$ cat src/magma_pkg.sv
// ----------------------------------------------------------------------------
// Magma cipher package
// Widths, S-box table, key schedule and round function shared by the
// key register file, the round cells and the top level.
// ----------------------------------------------------------------------------
package magma_pkg;

    localparam int ROUNDS_DEF = 32;
    localparam int KEY_WORDS  = 8;
    localparam int KEY_IDX_W  = 3;
    localparam int HALF_W     = 32;
    localparam int BLOCK_W    = 64;
    localparam int ROT_AMT    = 11;
    localparam int CFG_IDX_W  = 4;
    localparam int NIBBLES    = 8;

    typedef logic [HALF_W-1:0] t_half;
    typedef t_half t_key_arr [KEY_WORDS];

    typedef struct packed {
        logic valid;
        logic decrypt;
    } t_cell_ctl;

    typedef logic [3:0] t_sbox_row [16];
    typedef t_sbox_row t_sbox [NIBBLES];

    localparam t_sbox SBOX = '{
        '{4'd12, 4'd4,  4'd6,  4'd2,  4'd10, 4'd5,  4'd11, 4'd9,
          4'd14, 4'd8,  4'd13, 4'd7,  4'd0,  4'd3,  4'd15, 4'd1},
        '{4'd6,  4'd8,  4'd2,  4'd3,  4'd9,  4'd10, 4'd5,  4'd12,
          4'd1,  4'd14, 4'd4,  4'd7,  4'd11, 4'd13, 4'd0,  4'd15},
        '{4'd11, 4'd3,  4'd5,  4'd8,  4'd2,  4'd15, 4'd10, 4'd13,
          4'd14, 4'd1,  4'd7,  4'd4,  4'd12, 4'd9,  4'd6,  4'd0},
        '{4'd12, 4'd8,  4'd2,  4'd1,  4'd13, 4'd4,  4'd15, 4'd6,
          4'd7,  4'd0,  4'd10, 4'd5,  4'd3,  4'd14, 4'd9,  4'd11},
        '{4'd7,  4'd15, 4'd5,  4'd10, 4'd8,  4'd1,  4'd6,  4'd13,
          4'd0,  4'd9,  4'd3,  4'd14, 4'd11, 4'd4,  4'd2,  4'd12},
        '{4'd5,  4'd13, 4'd15, 4'd6,  4'd9,  4'd2,  4'd12, 4'd10,
          4'd11, 4'd7,  4'd8,  4'd1,  4'd4,  4'd3,  4'd14, 4'd0},
        '{4'd8,  4'd14, 4'd2,  4'd5,  4'd6,  4'd9,  4'd1,  4'd12,
          4'd15, 4'd4,  4'd11, 4'd0,  4'd13, 4'd10, 4'd3,  4'd7},
        '{4'd1,  4'd7,  4'd14, 4'd13, 4'd0,  4'd5,  4'd8,  4'd3,
          4'd4,  4'd15, 4'd10, 4'd6,  4'd9,  4'd12, 4'd11, 4'd2}
    };

    // encryption key word for schedule slot r
    function automatic int key_index(input int r);
        int r5;
        r5 = r & 31;
        return (r5 < 24) ? (7 - (r5 & 7)) : (r5 & 7);
    endfunction

    function automatic t_half round_fn(input t_half half, input t_half rk);
        t_half t;
        t_half s;
        t = half + rk;
        s = '0;
        for (int k = 0; k < NIBBLES; k++) begin
            s[4*k +: 4] = SBOX[k][t[4*k +: 4]];
        end
        return {s[HALF_W-ROT_AMT-1:0], s[HALF_W-1:HALF_W-ROT_AMT]};
    endfunction

endpackage

$ cat src/magma_block_cipher.sv
// ----------------------------------------------------------------------------
// Magma block cipher
// Takes one 64-bit block per clock and returns it encrypted or decrypted
// on o_block_out, marked by a one-cycle o_valid strobe. Each block passes
// through the row of registered round cells, one Feistel round per cell;
// busy stays low, so a new block may start in every cycle. Results cannot
// be held off and must be taken when o_valid is high. Key words must be
// written through the configuration port only while no block is in flight;
// the block itself does not enforce this.
// ----------------------------------------------------------------------------
module magma_block_cipher #(
    parameter int ROUNDS = magma_pkg::ROUNDS_DEF
) (
    input  logic                            i_clk,
    input  logic                            i_rst_n,
    input  logic                            start,
    output logic                            busy,
    input  logic                            i_opcode,
    input  logic [magma_pkg::BLOCK_W-1:0]   i_block_in,
    output logic                            o_valid,
    output logic [magma_pkg::BLOCK_W-1:0]   o_block_out,
    input  logic                            i_cfg_we,
    input  logic [magma_pkg::CFG_IDX_W-1:0] i_cfg_idx,
    input  logic [magma_pkg::HALF_W-1:0]    i_cfg_data
);
    import magma_pkg::*;

    t_key_arr  w_keys;
    t_cell_ctl w_ctl [ROUNDS+1];
    t_half     w_a   [ROUNDS+1];
    t_half     w_b   [ROUNDS+1];
    logic      w_accept;

    assign busy     = 1'b0;
    assign w_accept = start && !busy;

    magma_key_regs u_keys (
        .i_clk      (i_clk),
        .i_rst_n    (i_rst_n),
        .i_cfg_we   (i_cfg_we),
        .i_cfg_idx  (i_cfg_idx),
        .i_cfg_data (i_cfg_data),
        .o_keys     (w_keys)
    );

    assign w_ctl[0].valid   = w_accept;
    assign w_ctl[0].decrypt = i_opcode;
    assign w_a[0]           = i_block_in[HALF_W-1:0];
    assign w_b[0]           = i_block_in[BLOCK_W-1:HALF_W];

    for (genvar g = 0; g < ROUNDS; g++) begin : g_cell
        magma_round_cell #(
            .ROUNDS    (ROUNDS),
            .ROUND_IDX (g)
        ) u_cell (
            .i_clk   (i_clk),
            .i_rst_n (i_rst_n),
            .i_keys  (w_keys),
            .i_ctl   (w_ctl[g]),
            .i_a     (w_a[g]),
            .i_b     (w_b[g]),
            .o_ctl   (w_ctl[g+1]),
            .o_a     (w_a[g+1]),
            .o_b     (w_b[g+1])
        );
    end

    assign o_valid     = w_ctl[ROUNDS].valid;
    assign o_block_out = {w_a[ROUNDS], w_b[ROUNDS]};

`ifndef SYNTHESIS
    a_valid_has_source: assert property (@(posedge i_clk) disable iff (!i_rst_n)
        o_valid |-> $past(w_accept, ROUNDS))
        else $error("result beat without matching start");
    a_accept_enters: assert property (@(posedge i_clk) disable iff (!i_rst_n)
        w_accept |=> w_ctl[1].valid)
        else $error("accepted beat did not enter first cell");
    a_reset_flushes: assert property (@(posedge i_clk)
        !i_rst_n |=> !o_valid && !w_ctl[1].valid)
        else $error("pipeline not flushed by reset");
`endif

endmodule

$ cat src/magma_key_regs.sv
// ----------------------------------------------------------------------------
// Magma key register file
// Eight 32-bit key words written through the configuration port.
// ----------------------------------------------------------------------------
module magma_key_regs (
    input  logic                           i_clk,
    input  logic                           i_rst_n,
    input  logic                           i_cfg_we,
    input  logic [magma_pkg::CFG_IDX_W-1:0] i_cfg_idx,
    input  logic [magma_pkg::HALF_W-1:0]    i_cfg_data,
    output magma_pkg::t_key_arr             o_keys
);
    import magma_pkg::*;

    t_key_arr r_key;
    t_key_arr n_key;
    logic     w_hit;

    assign w_hit = i_cfg_we && (i_cfg_idx < CFG_IDX_W'(KEY_WORDS));

    always_comb begin
        n_key = r_key;
        if (w_hit) begin
            n_key[i_cfg_idx[KEY_IDX_W-1:0]] = i_cfg_data;
        end
    end

    always_ff @(posedge i_clk) begin
        if (!i_rst_n) begin
            for (int j = 0; j < KEY_WORDS; j++) begin
                r_key[j] <= '0;
            end
        end else begin
            r_key <= n_key;
        end
    end

    assign o_keys = r_key;

`ifndef SYNTHESIS
    a_write_lands: assert property (@(posedge i_clk) disable iff (!i_rst_n)
        w_hit |=> r_key[$past(i_cfg_idx[KEY_IDX_W-1:0])] == $past(i_cfg_data))
        else $error("key write lost");
    a_miss_holds: assert property (@(posedge i_clk) disable iff (!i_rst_n)
        !w_hit |=> (r_key[0] == $past(r_key[0])) && (r_key[7] == $past(r_key[7])))
        else $error("key changed without write");
    a_reset_clears: assert property (@(posedge i_clk)
        !i_rst_n |=> (r_key[0] == '0) && (r_key[KEY_WORDS-1] == '0))
        else $error("key not cleared by reset");
`endif

endmodule

$ cat src/magma_round_cell.sv
// ----------------------------------------------------------------------------
// Magma round cell
// One Feistel round with its own fixed encryption and decryption key slots; registers the beat.
// ----------------------------------------------------------------------------
module magma_round_cell #(
    parameter int ROUNDS    = magma_pkg::ROUNDS_DEF,
    parameter int ROUND_IDX = 0
) (
    input  logic                        i_clk,
    input  logic                        i_rst_n,
    input  magma_pkg::t_key_arr         i_keys,
    input  magma_pkg::t_cell_ctl        i_ctl,
    input  logic [magma_pkg::HALF_W-1:0] i_a,
    input  logic [magma_pkg::HALF_W-1:0] i_b,
    output magma_pkg::t_cell_ctl        o_ctl,
    output logic [magma_pkg::HALF_W-1:0] o_a,
    output logic [magma_pkg::HALF_W-1:0] o_b
);
    import magma_pkg::*;

    localparam int ENC_KEY = key_index(ROUND_IDX);
    localparam int DEC_KEY = key_index(ROUNDS - 1 - ROUND_IDX);

    t_cell_ctl r_ctl;
    t_half     r_a;
    t_half     r_b;
    t_half     n_a;
    t_half     w_rk;

    assign w_rk = i_ctl.decrypt ? i_keys[KEY_IDX_W'(DEC_KEY)] : i_keys[KEY_IDX_W'(ENC_KEY)];
    assign n_a  = round_fn(i_a, w_rk) ^ i_b;

    always_ff @(posedge i_clk) begin
        if (!i_rst_n) begin
            r_ctl <= '0;
        end else begin
            r_ctl <= i_ctl;
        end
    end

    always_ff @(posedge i_clk) begin
        r_a <= n_a;
        r_b <= i_a;
    end

    assign o_ctl = r_ctl;
    assign o_a   = r_a;
    assign o_b   = r_b;

endmodule
$ cat config.mk
export PLATFORM = sky130hd
export DESIGN_NAME = magma_block_cipher
export DESIGN_NICKNAME = d
export VERILOG_FILES = /design/src/magma_pkg.sv /design/src/magma_block_cipher.sv /design/src/magma_key_regs.sv /design/src/magma_round_cell.sv
export SDC_FILE = /design/constraint.sdc
export NUM_CORES = 1
export LEC_CHECK = 0
export CELL_PAD_IN_SITES_DETAIL_PLACEMENT = 1
export CELL_PAD_IN_SITES_GLOBAL_PLACEMENT = 2
export CORE_MARGIN = 5
export CORE_UTILIZATION = 27
export CTS_BUF_LIST = sky130_fd_sc_hd__clkbuf_4
export DETAILED_ROUTE_END_ITERATION = 8
export DONT_BUFFER_PORTS = 1
export PLACE_DENSITY_LB_ADDON = 0.1
export SYNTH_ARGS = -nofsm -noshare
export SYNTH_HDL_FRONTEND = slang
export SYNTH_SLANG_ARGS = --single-unit
$ cat constraint.sdc
create_clock -name i_clk -period 0.8 [get_ports i_clk]
set_clock_uncertainty 0.05 [all_clocks]
set_input_delay 0 -clock i_clk [delete_from_list [all_inputs] [get_ports i_clk]]
set_output_delay 0 -clock i_clk [all_outputs]
set_load 0.01 [all_outputs]
Word level (Yosys, flattened, before mapping)
Index checks and enable logic that the tools add are counted.
- register bits after elaboration: 32
- input port bits: 105
- output and inout bits: 66
- logic and storage cells: 32

Longest topological paths before layout
- depth in word-level cells: 0
- gate-level depth with buffers: 2
- depth with buffers taken out: 1

Cells and area by module
A second synthesis with hierarchy kept.
- cell total of the unflattened synthesis: 13726
- area, all modules: 132388.2 um^2
- modules (own cells, without submodules) (module ; instances ; cells each ; area each (um^2) ; sequential area each (um^2)):
    magma_round_cell at g_cell[20].u_cell ... ; 14 ; 501 ; 4720.8 ; 1321.3
    magma_round_cell at g_cell[15].u_cell ... ; 4 ; 538 ; 4997.3 ; 1321.3
    magma_round_cell at g_cell[11].u_cell ... ; 4 ; 518 ; 4912.2 ; 1321.3
    magma_key_regs ; 1 ; 874 ; 9217.6 ; 5124.9
    magma_round_cell at g_cell[0].u_cell ... ; 8 ; 69 ; 937.1 ; 680.7
    magma_round_cell at g_cell[19].u_cell ; 1 ; 546 ; 5049.8 ; 1321.3
    magma_round_cell at g_cell[10].u_cell ; 1 ; 514 ; 4883.4 ; 1321.3
    magma_block_cipher ; 1 ; 2 ; 11.3 ; 0.0

Worst setup path after synthesis
OpenSTA, ideal clock, no wires.
- path type: register to register
- from: reg g_cell[9].u_cell.r_ctl (netlist bit g_cell[9].u_cell.o_ctl[1])
- to: reg g_cell[10].u_cell.r_ctl (netlist bit g_cell[10].u_cell.o_ctl[1])
- setup time: 0.116 ns
- arrival: 0.434 ns
- data required time: 0.634 ns
- path slack: 0.200 ns
- cell stages (with the launch flop): 2
- path buffers: 0
- period minus slack after synthesis: 0.600 ns
- path through: dfxtp_1 > and2_2
- RTL lines (item ; RTL line ; text):
    start, declared ; magma_round_cell.sv:24 ; t_cell_ctl r_ctl;
    start signal, assigned ; magma_round_cell.sv:37 ; r_ctl <= i_ctl;
    end signal, assigned ; magma_round_cell.sv:37 ;
    end, declared ; magma_round_cell.sv:24 ;
No word-level cell between the ends.

Final worst setup path
- from: reg g_cell[31].u_cell.r_ctl (netlist bit g_cell[31].u_cell.o_ctl[1])
- to: out o_valid
- RTL lines (item ; RTL line ; text):
    start, declared ; magma_round_cell.sv:24 ;
    start signal, assigned ; magma_round_cell.sv:37 ;
    end, declared ; magma_block_cipher.sv:20 ; output logic o_valid,
No word-level cell between the ends.

==> results.json <==
{
  "outcome": "finished with violations",
  "violations": "negative hold slack",
  "clock_pin_slew_of_the_registers_on_the_worst_case_setup_and_hold_paths_ns": 0.09,
  "cap_viol_max_count": 0,
  "power.share.clock_pct": 31.2,
  "report.power.total_mw": 2.560,
  "initial_antenna_violation_count": 0,
  "horiz_die_dim_um": 81.69,
  "synth_cell_type_count": 5,
  "drt_drc_violations_left": 0,
  "worst_setup_path_end_kind": "output pin",
  "tritoncts": "yes",
  "die_area_um2": 6673,
  "drt_first_iter_violations": 21,
  "grt_pass1_vias": 556,
  "vdd_ir_drop_max_uv": 395.5,
  "timing.final.setup_violations": 0,
  "syn_avg_cell_area_um2": 10.43,
  "route.antenna.remaining_nets": 0,
  "pwr-share-seq_pct": 62.5,
  "hold_path_class": "in2reg",
  "portBuffers": 0,
  "synthesis.yosys.warnings": 0,
  "mappedNetlistArea_um2": 1388,
  "clock_sink_count": 32,
  "floorplan.core_area_um2": 5042,
  "cts_max_path_buffers": 2,
  "dp_cells": 199,
  "postSynthRegisterBits": 32,
  "synthesized_instance_count": 133,
  "cp-start-kind": "flip-flop",
  "cts.hold.buffers_added": 1,
  "cellLeakagePower_nw": 0.6217,
  "detailedRoute.firstPassIterationCount": 2,
  "grt_pass1_wl_um": 2380,
  "cellInternalPower_mw": 1.915,
  "clock-root-buffer": "clkbuf_4",
  "fmaxAchievable_mhz": 1356,
  "place_hpwl_um": 1204,
  "n_fill_cell": 603,
  "cts_inserted_buffers": 5,
  "grt_use_total_pct": 4.950,
  "crit_type": "reg2out",
  "clk_latency_ns": 0.31,
  "final-max-slew-violation-count": 0,
  "final-seq-area_um2": 640.6,
  "final.min_clock_period_ns": 0.7373,
  "number_of_i_o_pins": 171,
  "rows": 26,
  "antenna_cells_inserted": 0,
  "part_of_the_yosys_area_used_for_sequential_elements_pct": 46.17,
  "required_time_at_the_worst_slack_endpoint_ns": 0.75,
  "net-switching-power_mw": 0.6448,
  "final_net_count": 242,
  "gp_congestion": 0.6222,
  "hold_violations": 31,
  "grt_setup_unrepaired": "no",
  "comb_power_share_pct": 6.2,
  "gr-total-overflow": 0,
  "vias": 609,
  "final-instance-count-excl-fill": 207,
  "routed_wirelength_um": 1712,
  "layout-drive-gt1-share_pct": 27.01,
  "layout-area-overhead-vs-synth_pct": -8.656,
  "final.hold.worst_slack_ns": -0.2348,
  "rrSetupSlack_ns": 0.16,
  "h_tree_levels": 2,
  "pin_count_of_the_biggest_net_entering_global_routing": 33,
  "sw_frac_of_total_pct": 25.19,
  "area_used_by_multi_input_combinational_logic_um2": 484.2,
  "largest_reg_flops": 32,
  "timing.critical_path.arrival_ns": 0.69,
  "floorplan.initialDensity_pct": 27.52,
  "routed_via_density": 2.942,
  "power_density_nw_per_um2": 2020,
  "final.period_utilization_pct": 92.17,
  "timing.critical_path.fanout_max": 1,
  "finalSetupTns_ns": 0,
  "wire_length_per_cell_after_detailed_routing_um": 8.271,
  "fp.dieH_um": 81.69
}
synthesized netlist by cell type:
cell / n / share of area, %
clkbuf_2: 3 / 1.1
and2_2: 32 / 17
conb_1: 1 / 0.27
dfxtp_1: 32 / 46
buf_4: 65 / 35
placed cells by master (no fill, tap or decap):
cell,n
dlygate4sd3_1,1
and2_2,32
conb_1,65
clkbuf_4,5
clkinv_1,2
dfxtp_1,32
logic make-up (layout without fill, tap and decap cells):
group,after synthesis,count (layout),synth area share (%)
buffers and inverters,68,8,36.25
DFF,32,32,46.17
other,1,65,0.2703
and+or+nand+nor,32,32,17.31
final cells by class:
type	instances	area share, %
clock buffers	5	2.961
clock inverters	2	0.5923
multi-input cells	97	38.20
flip-flops and latches	32	50.54
well taps	70	6.910
repair buffers	1	0.7897
per-layer routing:
metal | global-route usage [%] | wire, um
met1 | 5.526 | 722
met4 | 2.492 | 27
met2 | 6.596 | 570
met5 | 0 | 0
met3 | 4.057 | 392
power groups by stage:
stage	registers (mW)	logic, mW	clock network [mW]
finish	1.60	0.160	0.800
global route	1.60	0.179	0.945
CTS	1.60	0.143	0.867
detailed placement	1.64	0.140	0
global placement	1.64	0.139	0
floorplan	1.64	0.390	0
path summary, 6_finish.rpt:
check	from	endpoint	cells past startpoint
worst max-delay path	g_cell[31].u_cell.o_ctl[1]$_SDFF_PN0_	o_valid	0
worst min-delay path	i_rst_n	g_cell[30].u_cell.o_ctl[1]$_SDFF_PN0_	1
worst max register to register	g_cell[10].u_cell.o_ctl[1]$_SDFF_PN0_	g_cell[11].u_cell.o_ctl[1]$_SDFF_PN0_	1
worst min register to register	g_cell[19].u_cell.o_ctl[1]$_SDFF_PN0_	g_cell[20].u_cell.o_ctl[1]$_SDFF_PN0_	1
repair_timing:
item | CTS | global route
buffers inserted | 0 | 0
hold endpoints to repair | 32 | 31
gates resized for setup | 0 | 0
stage by stage:
stage	hold slack (ns)	util (%)	setup WS, ns	cell area (um^2)
finish	-0.2348	25.14	0.06265	1267
global route	-0.2792	25.14	0.01577	1267
CTS	-0.2621	25.14	0.02671	1267
detailed placement	0.09119	24.04	0.1838	1212
global placement	0.08906	24.04	0.1752	1212
floorplan	0.08619	-	0.1997	1628
No activity file was read; power rests on OpenSTA's default activity.
